## src/rtl/core/clre_pkg.sv

```systemverilog
`timescale 1ns / 1ps
// Package for the console line receiver: character codes, result kinds
// and field widths. No dependencies.
package clre_pkg;

    localparam int BYTE_W = 8;
    localparam int LEN_W  = 6;
    localparam int KIND_W = 2;

    typedef logic [BYTE_W-1:0] byte_t;
    typedef logic [KIND_W-1:0] kind_t;
    typedef logic [LEN_W-1:0]  len_t;

    localparam byte_t CH_BS            = 8'h08;
    localparam byte_t CH_LF            = 8'h0A;
    localparam byte_t CH_CR            = 8'h0D;
    localparam byte_t CH_FIRST_PRINT   = 8'h20;
    localparam byte_t CH_LAST_PRINT    = 8'h7E;

    localparam logic OP_RX_BYTE = 1'b0;
    localparam logic OP_POLL    = 1'b1;

    localparam kind_t KIND_ECHO       = 2'd0;
    localparam kind_t KIND_LINE_BYTE  = 2'd1;
    localparam kind_t KIND_EMPTY_LINE = 2'd2;

endpackage

```

## src/rtl/core/clre_ram.sv

```systemverilog
`timescale 1ns / 1ps
// Generic single-port-write, single-port-read RAM with registered read.
// No dependencies.
module clre_ram #(
    parameter int WIDTH = 8,
    parameter int DEPTH = 64
) (
    input  logic                     aclk,
    input  logic                     we,
    input  logic [$clog2(DEPTH)-1:0] waddr,
    input  logic [WIDTH-1:0]         wdata,
    input  logic                     re,
    input  logic [$clog2(DEPTH)-1:0] raddr,
    output logic [WIDTH-1:0]         rdata
);

    logic [WIDTH-1:0] mem [DEPTH];
    logic [WIDTH-1:0] rdata_reg;

    always_ff @(posedge aclk) begin
        if (we) begin
            mem[waddr] <= wdata;
        end
        if (re) begin
            rdata_reg <= mem[raddr];
        end
    end

    assign rdata = rdata_reg;

endmodule

```

## src/rtl/core/console_line_receiver_with_echo.sv

```systemverilog
`timescale 1ns / 1ps
// Console line receiver with echo: line editing, echo and line delivery.
// Depends on clre_pkg and clre_ram.
// Received byte: a backspace echo appears in the next cycle.
// Poll tick: one result per cycle while m_tready does not stall, read from
// the line store's registered port; no input is taken during a run.
// Reset (aresetn low at a clock edge) clears the count, echo position and
// flags; the line store holds unspecified data until written.
module console_line_receiver_with_echo #(
    parameter int LINE_DEPTH = 64
) (
    input  logic        aclk,
    input  logic        aresetn,
    input  logic        s_tvalid,
    output logic        s_tready,
    input  logic [7:0]  s_tdata,   // [7:0] rx_byte
    input  logic        s_tuser,   // [0] operation
    output logic        m_tvalid,
    input  logic        m_tready,
    output logic [15:0] m_tdata,   // [7:0] data, [13:8] line_length, [15:14] zero
    output logic [1:0]  m_tuser,   // [1:0] kind
    output logic        m_tlast
);

    localparam int CW = $clog2(LINE_DEPTH);

    localparam logic ST_IDLE = 1'b0;
    localparam logic ST_RUN  = 1'b1;

    typedef logic [CW-1:0] cnt_t;

    logic state_reg, state_next;
    cnt_t count_reg, count_next;
    cnt_t echo_reg, echo_next;
    logic cr_reg, cr_next;
    logic done_reg, done_next;
    cnt_t ptr_reg, ptr_next;
    cnt_t end_reg, end_next;
    logic deliver_reg, deliver_next;

    logic            m_valid_reg, m_valid_next;
    clre_pkg::kind_t m_kind_reg, m_kind_next;
    logic            m_last_reg, m_last_next;
    clre_pkg::len_t  m_len_reg, m_len_next;
    logic            m_ram_reg, m_ram_next;
    clre_pkg::byte_t m_const_reg, m_const_next;

    logic            advance;
    logic            s_xfer;
    logic            ram_we;
    logic            ram_re;
    clre_pkg::byte_t ram_rdata;
    clre_pkg::byte_t rx;
    cnt_t            count_dec;
    cnt_t            count_inc;
    logic            printable;

    clre_ram #(
        .WIDTH (clre_pkg::BYTE_W),
        .DEPTH (LINE_DEPTH)
    ) u_store (
        .aclk  (aclk),
        .we    (ram_we),
        .waddr (count_reg),
        .wdata (rx),
        .re    (ram_re),
        .raddr (ptr_reg),
        .rdata (ram_rdata)
    );

    assign advance   = !m_valid_reg || m_tready;
    assign s_tready  = (state_reg == ST_IDLE) && advance;
    assign s_xfer    = s_tvalid && s_tready;
    assign rx        = s_tdata;
    assign count_dec = count_reg - cnt_t'(1);
    assign count_inc = count_reg + cnt_t'(1);
    assign printable = (rx >= clre_pkg::CH_FIRST_PRINT) && (rx <= clre_pkg::CH_LAST_PRINT);

    always_comb begin
        state_next   = state_reg;
        count_next   = count_reg;
        echo_next    = echo_reg;
        cr_next      = cr_reg;
        done_next    = done_reg;
        ptr_next     = ptr_reg;
        end_next     = end_reg;
        deliver_next = deliver_reg;
        m_valid_next = m_valid_reg;
        m_kind_next  = m_kind_reg;
        m_last_next  = m_last_reg;
        m_len_next   = m_len_reg;
        m_ram_next   = m_ram_reg;
        m_const_next = m_const_reg;
        ram_we       = 1'b0;
        ram_re       = 1'b0;

        if (advance) begin
            m_valid_next = 1'b0;
        end

        case (state_reg)
            ST_IDLE: begin
                if (s_xfer) begin
                    if (s_tuser == clre_pkg::OP_RX_BYTE) begin
                        if (rx == clre_pkg::CH_BS) begin
                            if (!done_reg && count_reg != '0) begin
                                count_next   = count_dec;
                                echo_next    = (echo_reg > count_dec) ? count_dec : echo_reg;
                                m_valid_next = 1'b1;
                                m_kind_next  = clre_pkg::KIND_ECHO;
                                m_last_next  = 1'b1;
                                m_len_next   = '0;
                                m_ram_next   = 1'b0;
                                m_const_next = clre_pkg::CH_BS;
                            end
                        end else if ((rx == clre_pkg::CH_CR || rx == clre_pkg::CH_LF
                                      || printable) && !done_reg) begin
                            if (cr_reg) begin
                                if (rx != clre_pkg::CH_LF) begin
                                    count_next = '0;
                                    echo_next  = '0;
                                    cr_next    = 1'b0;
                                end else begin
                                    done_next = 1'b1;
                                end
                            end else if (rx == clre_pkg::CH_CR) begin
                                cr_next = 1'b1;
                            end else if (rx == clre_pkg::CH_LF) begin
                                done_next = 1'b1;
                            end else begin
                                ram_we = 1'b1;
                                if (count_reg == cnt_t'(LINE_DEPTH - 1)) begin
                                    count_next = '0;
                                    echo_next  = '0;
                                end else begin
                                    count_next = count_inc;
                                end
                            end
                        end
                    end else begin
                        if (echo_reg < count_reg) begin
                            state_next   = ST_RUN;
                            ptr_next     = echo_reg;
                            end_next     = count_reg;
                            deliver_next = 1'b0;
                        end else if (done_reg) begin
                            if (count_reg == '0) begin
                                m_valid_next = 1'b1;
                                m_kind_next  = clre_pkg::KIND_EMPTY_LINE;
                                m_last_next  = 1'b1;
                                m_len_next   = '0;
                                m_ram_next   = 1'b0;
                                m_const_next = '0;
                                echo_next    = '0;
                                cr_next      = 1'b0;
                                done_next    = 1'b0;
                            end else begin
                                state_next   = ST_RUN;
                                ptr_next     = '0;
                                end_next     = count_reg;
                                deliver_next = 1'b1;
                            end
                        end
                    end
                end
            end
            ST_RUN: begin
                if (advance) begin
                    ram_re       = 1'b1;
                    m_valid_next = 1'b1;
                    m_ram_next   = 1'b1;
                    m_kind_next  = deliver_reg ? clre_pkg::KIND_LINE_BYTE : clre_pkg::KIND_ECHO;
                    m_len_next   = deliver_reg ? clre_pkg::len_t'(end_reg) : '0;
                    m_last_next  = (ptr_reg + cnt_t'(1)) == end_reg;
                    ptr_next     = ptr_reg + cnt_t'(1);
                    if ((ptr_reg + cnt_t'(1)) == end_reg) begin
                        state_next = ST_IDLE;
                        if (deliver_reg) begin
                            count_next = '0;
                            echo_next  = '0;
                            cr_next    = 1'b0;
                            done_next  = 1'b0;
                        end else begin
                            echo_next = end_reg;
                        end
                    end
                end
            end
            default: begin
                state_next = ST_IDLE;
            end
        endcase
    end

    always_ff @(posedge aclk) begin
        if (!aresetn) begin
            state_reg   <= ST_IDLE;
            count_reg   <= '0;
            echo_reg    <= '0;
            cr_reg      <= 1'b0;
            done_reg    <= 1'b0;
            m_valid_reg <= 1'b0;
        end else begin
            state_reg   <= state_next;
            count_reg   <= count_next;
            echo_reg    <= echo_next;
            cr_reg      <= cr_next;
            done_reg    <= done_next;
            m_valid_reg <= m_valid_next;
        end
    end

    always_ff @(posedge aclk) begin
        ptr_reg     <= ptr_next;
        end_reg     <= end_next;
        deliver_reg <= deliver_next;
        m_kind_reg  <= m_kind_next;
        m_last_reg  <= m_last_next;
        m_len_reg   <= m_len_next;
        m_ram_reg   <= m_ram_next;
        m_const_reg <= m_const_next;
    end

    assign m_tvalid = m_valid_reg;
    assign m_tuser  = m_kind_reg;
    assign m_tlast  = m_last_reg;
    assign m_tdata  = {2'b00, m_len_reg, (m_ram_reg ? ram_rdata : m_const_reg)};

endmodule

```

## config.mk

```make
export PLATFORM = sky130hd
export DESIGN_NAME = console_line_receiver_with_echo
export DESIGN_NICKNAME = d
export VERILOG_FILES = /design/src/rtl/core/clre_pkg.sv /design/src/rtl/core/clre_ram.sv /design/src/rtl/core/console_line_receiver_with_echo.sv
export SDC_FILE = /design/constraint.sdc
export NUM_CORES = 1
export LEC_CHECK = 0
export BUFFER_PORTS_ARGS = -buffer_cell sky130_fd_sc_hd__buf_2
export CAP_MARGIN = 20
export CORE_ASPECT_RATIO = 1.4
export CORE_UTILIZATION = 50
export CTS_BUF_LIST = sky130_fd_sc_hd__clkbuf_4 sky130_fd_sc_hd__clkbuf_8
export CTS_CLUSTER_DIAMETER = 40
export DETAILED_ROUTE_END_ITERATION = 7
export PLACE_DENSITY_LB_ADDON = 0.3
export SYNTH_ARGS = -nofsm -noshare
export SYNTH_HDL_FRONTEND = slang
export SYNTH_SLANG_ARGS = --single-unit
```

## constraint.sdc

```tcl
create_clock -name aclk -period 3.64 [get_ports aclk]
set_input_delay 0.546 -clock aclk [delete_from_list [all_inputs] [get_ports aclk]]
set_output_delay 0.546 -clock aclk [all_outputs]
set_load 0.01 [all_outputs]
```

==> out/qor.csv, run 1 <==
metric,value,unit
final.fill_count,3330,
critPathArrivalTime,3710,ps
ys_warn_count,0,
vias_per_cell,6.06,
die_area,0.0463,mm²
yosysSeqAreaShare,73.3,%
synth_most_common_cell,edfxtp_1,
period_minus_slack,3160,ps
grt_max_degree,66,
finalCritPeriodShare,86.8,%
slew_headroom,42.1,%
cp_max_fo,11,
drc,0,
die_y,254,µm
largest_reg_flops,512,
antenna_found_initial,4,
ys.flop_type,edfxtp_1,
avgSynthCellArea,19.5,µm²
maxSlewViolCount,0,
cts.clk_slew.worst_paths,70,ps
io_buffers,31,
dp.cells,1803,
dpl.hpwl,33300,µm
max_freq,0.316,GHz
synth_cell_types,55,
dr.pass1.iters,5,
cts_resized,0,
ir_drop,0.000242,V
cts_max_path_buffers,3,
syn_to_final_growth,12.7,%
worst_pin_slew,864,ps
worstHoldPathType,input port to flip-flop,
layout.nets,1349,
power_density,481,mW/mm²
synth_edf_count,544,
finalNonFillerCells,1939,
die_w,182,µm
grt_usage,23.0,%
drive_gt1_share,29.6,%
finalHoldViolCount,0,
crit_path_start_kind,flip-flop,
start_util,50.6,%
final_antenna_net_count,0,
cts_made_buffers,79,
outcome,finished clean,
netlist_top_cells_area,"edfxtp_1 (72%), mux4_2 (14%), mux2i_1 (2.0%), dfxtp_1 (1.4%), nor2_1 (1.4%)",
end_kind,flip-flop,
gp_congestion,0.922,
routed_wirelength,51500,µm
grt_overflow,0,
grt_pass1_wl,76300,µm
pin_count,34,
synth_cells,1163,
async_flop_share,0,%
setup_viol,0,
power.leakage,0.00843,µW
post_cts_buffers,0,
vias,11800,
tritoncts,yes,
max_cap_violations,0,
yosys.area.top_type,edfxtp_1,
clk_latency,630,ps
core,0.0449,mm²
ys_ff_latch,560,
crit_type,flip-flop to flip-flop,
rsz0062_at_grt,no,
synth_top_area_share,71.9,%
synth_area,0.0227,mm²
cp.required,4190,ps
wl_per_cell,26.6,µm
drt_iter0_markers,1255,
yosys-top-cells-count,"edfxtp_1 (544), mux4_2 (144), nor2_1 (82)",
grt_pass1_vias,11900,
hold_buffers,0,
rows,92,
numClockSinks,560,
tns,0,ps
fin_hold_ws,313,ps
clock_skew,18.9,ps
cts_root_buffer,clkbuf_8,
htreeDepth,3,
-- report_power, final --
group	switching, µW	internal (µW)
registers	14.8	7080
clock network	2270	2490
logic	304	169
total	2590	9740
-- worst paths after layout --
check / startpoint / end / slack, ps / cells after the start
max: count_reg[0] / echo_reg[2] / 480 / 11
min: s_tuser / m_const_reg[3] / 310 / 2
max reg2reg: count_reg[0] / echo_reg[2] / 480 / 11
min reg2reg: echo_reg[1] / echo_reg[1] / 520 / 2
-- critical path, cell delays in order (launching register included) --
cell,delay (ps)
dfxtp_1,600
inv_1,270
ha_1,300
nand3_1,100
xnor2_1,140
ha_1,340
nand4_1,130
nor2_1,120
nor2_1,50
a2111oi_0,430
or4_1,390
mux2i_1,230
-- placed cells by master (no fill, tap or decap), types with 4 or more instances in the layout --
cell	instances
a21oi_1	13
a31oi_1	4
and2_1	14
and3_1	11
buf_12	6
buf_2	31
buf_4	99
clkbuf_4	18
clkbuf_8	82
clkinv_1	16
clkinv_2	11
dfxtp_1	16
edfxtp_1	544
ha_1	16
inv_1	8
mux2i_1	46
mux4_2	144
nand2_1	65
nand2b_1	4
nand3_1	20
nor2_1	82
nor2b_1	4
o211ai_1	4
o21ai_0	19
o221ai_1	16
o22ai_1	10
xnor2_1	13
xor2_1	6
-- kinds of logic after synthesis --
group | synth area share, %
flops | 73.3
compound gates | 2.41
buf+inv | 1.74
mux | 16.4
simple gates | 4.45
other cells | 0.0165
fa+ha+maj | 0.881
xor+xnor | 0.832
-- area by class of cell --
cell class / count / area [µm²] / area share, %
flip-flops and latches: 560 / 16700 / 65.0
multi-input cells: 530 / 5670 / 22.1
clock buffers: 100 / 1260 / 4.93
repair buffers: 136 / 1020 / 3.98
well taps: 564 / 706 / 2.76
clock inverters: 33 / 238 / 0.928
inverters: 13 / 48.8 / 0.191
diodes: 3 / 7.51 / 0.0293
-- routing by layer --
metal	routed length (µm)	vias to the layer above	GRT usage [%]	part of all wire [%]
met5	0	-	0	0
met4	1550	0	8.28	3.0
met3	2830	116	3.44	5.5
met2	27100	460	40.4	53
met1	20000	6120	29.0	39
li1	-	5058	-	-
-- through the flow --
stage	power [µW]	setup slack, ps	cell area [µm²]	util, %
after floorplan	7480	776	22700	-
after global placement	7700	584	24100	53.7
after detailed placement	7710	540	24100	53.7
after CTS	12400	549	25600	57.0
after global routing	12700	196	25600	57.0
final	12300	479	25600	57.0
(Power assumes the default switching activity.)
==> run 2: changes to the inputs <==
REMOVE_ABC_BUFFERS = 1   (was unset)
==> out/qor.csv, run 2 (synthesis results as in run 1) <==
metric,value,unit
grt_overflow,0,
wl_per_cell,25.9,µm
dr.pass1.iters,5,
maxSlewViolCount,0,
antenna_found_initial,4,
grt_usage,22.6,%
power_density,490,mW/mm²
layout.nets,1348,
finalCritPeriodShare,87.6,%
worstHoldPathType,input port to flip-flop,
numClockSinks,560,
gp_congestion,0.965,
io_buffers,31,
cts_resized,0,
rows,92,
cts.clk_slew.worst_paths,60,ps
cts_max_path_buffers,3,
final_antenna_net_count,0,
grt_pass1_wl,75100,µm
clk_latency,650,ps
end_kind,flip-flop,
cpPeakStageDelay,610,ps
setup_viol,0,
crit_top_cell,ha_1,
die_y,254,µm
routed_wirelength,50400,µm
finalInstanceArea,0.0257,mm²
crit_path_top_delay_cell,or4_1,
ir_drop,0.000314,V
htreeDepth,3,
final.fill_count,3283,
most-common-layout-cells,"edfxtp_1 (544), mux4_2 (144), buf_4 (98)",
power.leakage,0.00847,µW
setup.worst_path.start,count_reg[0],
layout_commonest_cell,edfxtp_1,
slew_headroom,44.7,%
grt_max_degree,65,
fin_hold_ws,297,ps
largest_reg_flops,512,
vias_per_cell,5.94,
pin_count,34,
die_area,0.0463,mm²
finalHoldViolCount,0,
worstPathCellList,inv_1 > ha_1 > nand3_1 > xnor2_1 > ha_1 > nand4_1 > o211ai_1 > a2111oi_0 > or4_1 > mux2i_1,
hold_buffers,0,
clock_skew,24.0,ps
fin_util,57.3,%
drt_iter0_markers,998,
dpl.hpwl,33900,µm
crit_type,flip-flop to flip-flop,
max_cap_violations,0,
critPathArrivalTime,3710,ps
rsz0062_at_grt,no,
path_delay_family,simple AND/OR/NAND/NOR gates,
die_w,182,µm
core,0.0449,mm²
syn_to_final_growth,13.2,%
power,12600,µW
tritoncts,yes,
max_freq,0.314,GHz
worst_pin_slew,827,ps
outcome,finished clean,
grt_pass1_vias,11900,
cp_max_fo,11,
drc,0,
placed_cell_area,0.0241,mm²
regToRegStartpoint,count_reg[0],
start_util,50.6,%
vias,11600,
critPathBufInv,1,
worstHoldStart,s_tuser,
drive_gt1_share,29.9,%
post_cts_buffers,0,
crit_path_start_kind,flip-flop,
cts_root_buffer,clkbuf_8,
cp.required,4160,ps
cts_made_buffers,80,
period_minus_slack,3190,ps
-- run 2: cell count changes in the layout (fill, tap and decap cells not counted), sizes merged --
cell / delta
clkinvlp: +3
buf: -2
bufinv: +2
clkbuf: +2
clkinv: +2
diode: -1
-- run 2: worst paths after layout --
path	endpoint	slack, ps	cells after the start
worst max register to register	echo_reg[4]	450	10
worst max-delay path	echo_reg[4]	450	10
worst min-delay path	m_const_reg[3]	300	2
worst min register to register	echo_reg[0]	530	2
-- run 2: area by class of cell --
| class | count | area [µm²] | share of cell area, % |
|---|---|---|---|
| clock buffer | 102 | 1300 | 5.05 |
| timing repair buffer | 134 | 991 | 3.85 |
| inverter | 13 | 48.8 | 0.190 |
| clock inverter | 40 | 340 | 1.32 |
| antenna | 2 | 5.00 | 0.0195 |
| multi-input combinational | 530 | 5670 | 22.0 |
| sequential | 560 | 16700 | 64.8 |
| tap | 564 | 706 | 2.74 |
-- run 2: per-stage QoR --
stage / setup TNS [ps] / cells / setup WS (ps)
2_1_floorplan: -110840 / 1103 / -4210
3_3_place_gp: 0 / 1801 / 493
3_5_place_dp: 0 / 1801 / 411
4_1_cts: 0 / 1943 / 442
5_1_grt: 0 / 1945 / 274
6_report: 0 / 1945 / 451
-- run 2: power breakdown --
group / internal [µW] / switching (µW) / leakage (µW)
Sequential: 7080 / 14.8 / 0.00502
Clock: 2710 / 2320 / 0.000843
Combinational: 169 / 293 / 0.00261
-- run 2: layer usage --
metal,GRT usage (%),share of wire [%],vias up
li1,-,-,5059
met1,26.1,37,6010
met2,40.4,54,398
met3,3.36,4.8,96
met4,12.6,4.5,0
met5,0,0,-
==> run 3: changes to the inputs <==
ABC_AREA = 1   (was unset)
==> out/qor.csv, run 3 <==
metric,value,unit
crit_type,flip-flop to flip-flop,
synth_area,0.0239,mm²
synth_edf_count,544,
path_delay_family,simple AND/OR/NAND/NOR gates,
grt_pass1_vias,16100,
cp.required,4170,ps
routed_wirelength,63500,µm
worstHoldStart,s_tvalid,
final.fill_count,3878,
ys.flop_type,edfxtp_1,
hold-path-cell-count,3,
dr.pass1.iters,6,
vias,16400,
period_minus_slack,3120,ps
largest_reg_flops,512,
regToRegStartpoint,count_reg[0],
vias_per_cell,5.74,
rows,94,
yosys-top-cells-count,"edfxtp_1 (544), nand2_1 (517), nor2_1 (243)",
dp.cells,2707,
synth_most_common_cell,edfxtp_1,
die_area,0.0487,mm²
critPathArrivalTime,3650,ps
finalInstanceArea,0.0266,mm²
power.share.clock,26.3,%
die_y,261,µm
finalCritPeriodShare,85.7,%
power_switching,7550,µW
grt_util_met1,32.7,%
numClockSinks,560,
whs_endpoint,m_tvalid,
seqCellArea,0.0167,mm²
seqPwrFrac,38.9,%
drc,0,
final_antenna_net_count,0,
power.leakage,0.00956,µW
avgSynthCellArea,11.5,µm²
crit_path_top_delay_cell,dfxtp_1,
slew_headroom,36.4,%
fin_hold_ws,184,ps
gp_congestion,0.997,
placed_cell_area,0.0249,mm²
core,0.0470,mm²
async_flop_share,0,%
multiInputGateArea,0.00639,mm²
drive_gt1_share,13.6,%
synth_cells,2080,
tritoncts,yes,
max_freq,0.320,GHz
clk_latency,640,ps
met3_usage,3.39,%
wl_per_cell,22.3,µm
synth_cell_types,43,
worstHoldPathType,input port to flip-flop,
grt_pass1_wl,95800,µm
rr_endpoint,echo_reg[5],
clock_skew,25.6,ps
max_cap_violations,0,
pin_count,34,
ys_warn_count,0,
cp_max_fo,10,
maxSlewViolCount,0,
start_util,50.8,%
hold_buffers,0,
worst_pin_slew,954,ps
finalHoldViolCount,0,
post_cts_buffers,0,
worstPathCellList,inv_2 > ha_1 > nand2_1 > xor2_1 > inv_1 > ha_1 > nand2_1 > nor2_1 > nand2_1 > nand3_1 > nand2_1 > nand2_1 > nand2_1 > nor2_2 > nand3_1 > nand2_1 > nor2_1,
power_density,739,mW/mm²
finalNonFillerCells,2851,
grt_usage,26.3,%
ys_ff_latch,560,
ir_drop,0.000567,V
syn_to_final_growth,11.4,%
dpl.hpwl,40400,µm
cts_made_buffers,80,
cts_root_buffer,clkbuf_8,
cts_resized,0,
crit_path_start_kind,flip-flop,
grt_overflow,0,
end_kind,flip-flop,
cts_max_path_buffers,3,
synth_top_area_share,68.3,%
io_buffers,31,
busiest_layer,met2,
gr-usage-met2,44.9,%
p_comb_share,34.8,%
most-common-layout-cells,"edfxtp_1 (544), nand2_1 (515), nor2_1 (243)",
htreeDepth,3,
cpPeakStageDelay,590,ps
switching_share,38.4,%
rsz0062_at_grt,no,
yosysSeqAreaShare,69.7,%
layout.nets,2194,
layout_commonest_cell,edfxtp_1,
ff2ff_path_depth,17,
grt_max_degree,135,
crit_top_cell,nand2_1,
fin_util,56.6,%
antenna_found_initial,1,
die_w,187,µm
drt_iter0_markers,1712,
r2r_slack,520,ps
netlist_top_cells_area,"edfxtp_1 (68%), nand2_1 (8.1%), nor2_1 (3.8%), a21oi_1 (2.9%), o21ai_0 (2.5%)",
yosys.area.top_type,edfxtp_1,
p_int,12100,µW
critPathBufInv,2,
setup_viol,0,
cts.clk_slew.worst_paths,60,ps
outcome,finished clean,
-- run 3: power groups by stage --
stage	clock, µW	combinational [µW]	sequential (µW)
finish	5170	6850	7660
global route	5480	7470	7680
CTS	5230	6750	7660
detailed placement	0	6730	7790
global placement	0	6640	7790
floorplan	0	3950	8020
-- run 3: how the worst max path moves through the flow --
stage                 start           to  slack (ps)  cells past startpoint
6_report       count_reg[0]  echo_reg[5]         520                     17
5_1_grt        count_reg[0]  echo_reg[5]         270                     17
4_1_cts        count_reg[0]  echo_reg[5]         550                     17
3_5_place_dp   count_reg[0]  echo_reg[5]         560                     17
2_1_floorplan    ptr_reg[0]  echo_reg[1]       -4210                     11
3_3_place_gp   count_reg[0]  echo_reg[1]         560                     17
-- run 3: logic make-up after synthesis --
family          count (synthesis)  share of synthesized area, %
xor+xnor                        7                         0.256
buf+inv                       186                          3.65
other cells                     1                        0.0157
mux                            11                         0.466
flops                         560                          69.7
fa+ha+maj                      16                         0.838
compound gates                373                          8.68
simple gates                  926                          16.4
-- run 3: area by class of cell --
type | instances | area share, %
sequential | 560 | 62.6
multi-input combinational | 1335 | 24.0
clock buffer | 115 | 5.31
timing repair buffer | 116 | 3.17
tap | 624 | 2.93
inverter | 72 | 1.04
clock inverter | 28 | 0.987
antenna | 1 | 0.00940
-- run 3: layer usage --
layer / part of all wire [%] / vias to the layer above
met1: 38 / 7881
met3: 7.1 / 167
met4: 5.2 / 0
met5: 0 / -
met2: 49 / 799
li1: - / 7518
-- run 3: through the flow --
step / total power [µW] / worst slack [ps] / setup TNS (ps)
after floorplan: 12000 / -4210 / -111090
after global placement: 14400 / 557 / 0
after detailed placement: 14500 / 558 / 0
after CTS: 19600 / 552 / 0
after global routing: 20600 / 271 / 0
final: 19700 / 519 / 0
-- run 3: worst register-to-register path, stage by stage, from the launching register on --
cell and delay (ps):
dfxtp_1 590, inv_2 190, ha_1 290, nand2_1 90, xor2_1 230, inv_1 170, ha_1 300, nand2_1 70
nor2_1 140, nand2_1 70, nand3_1 60, nand2_1 80, nand2_1 140, nand2_1 80, nor2_2 280, nand3_1 120
nand2_1 80, nor2_1 50
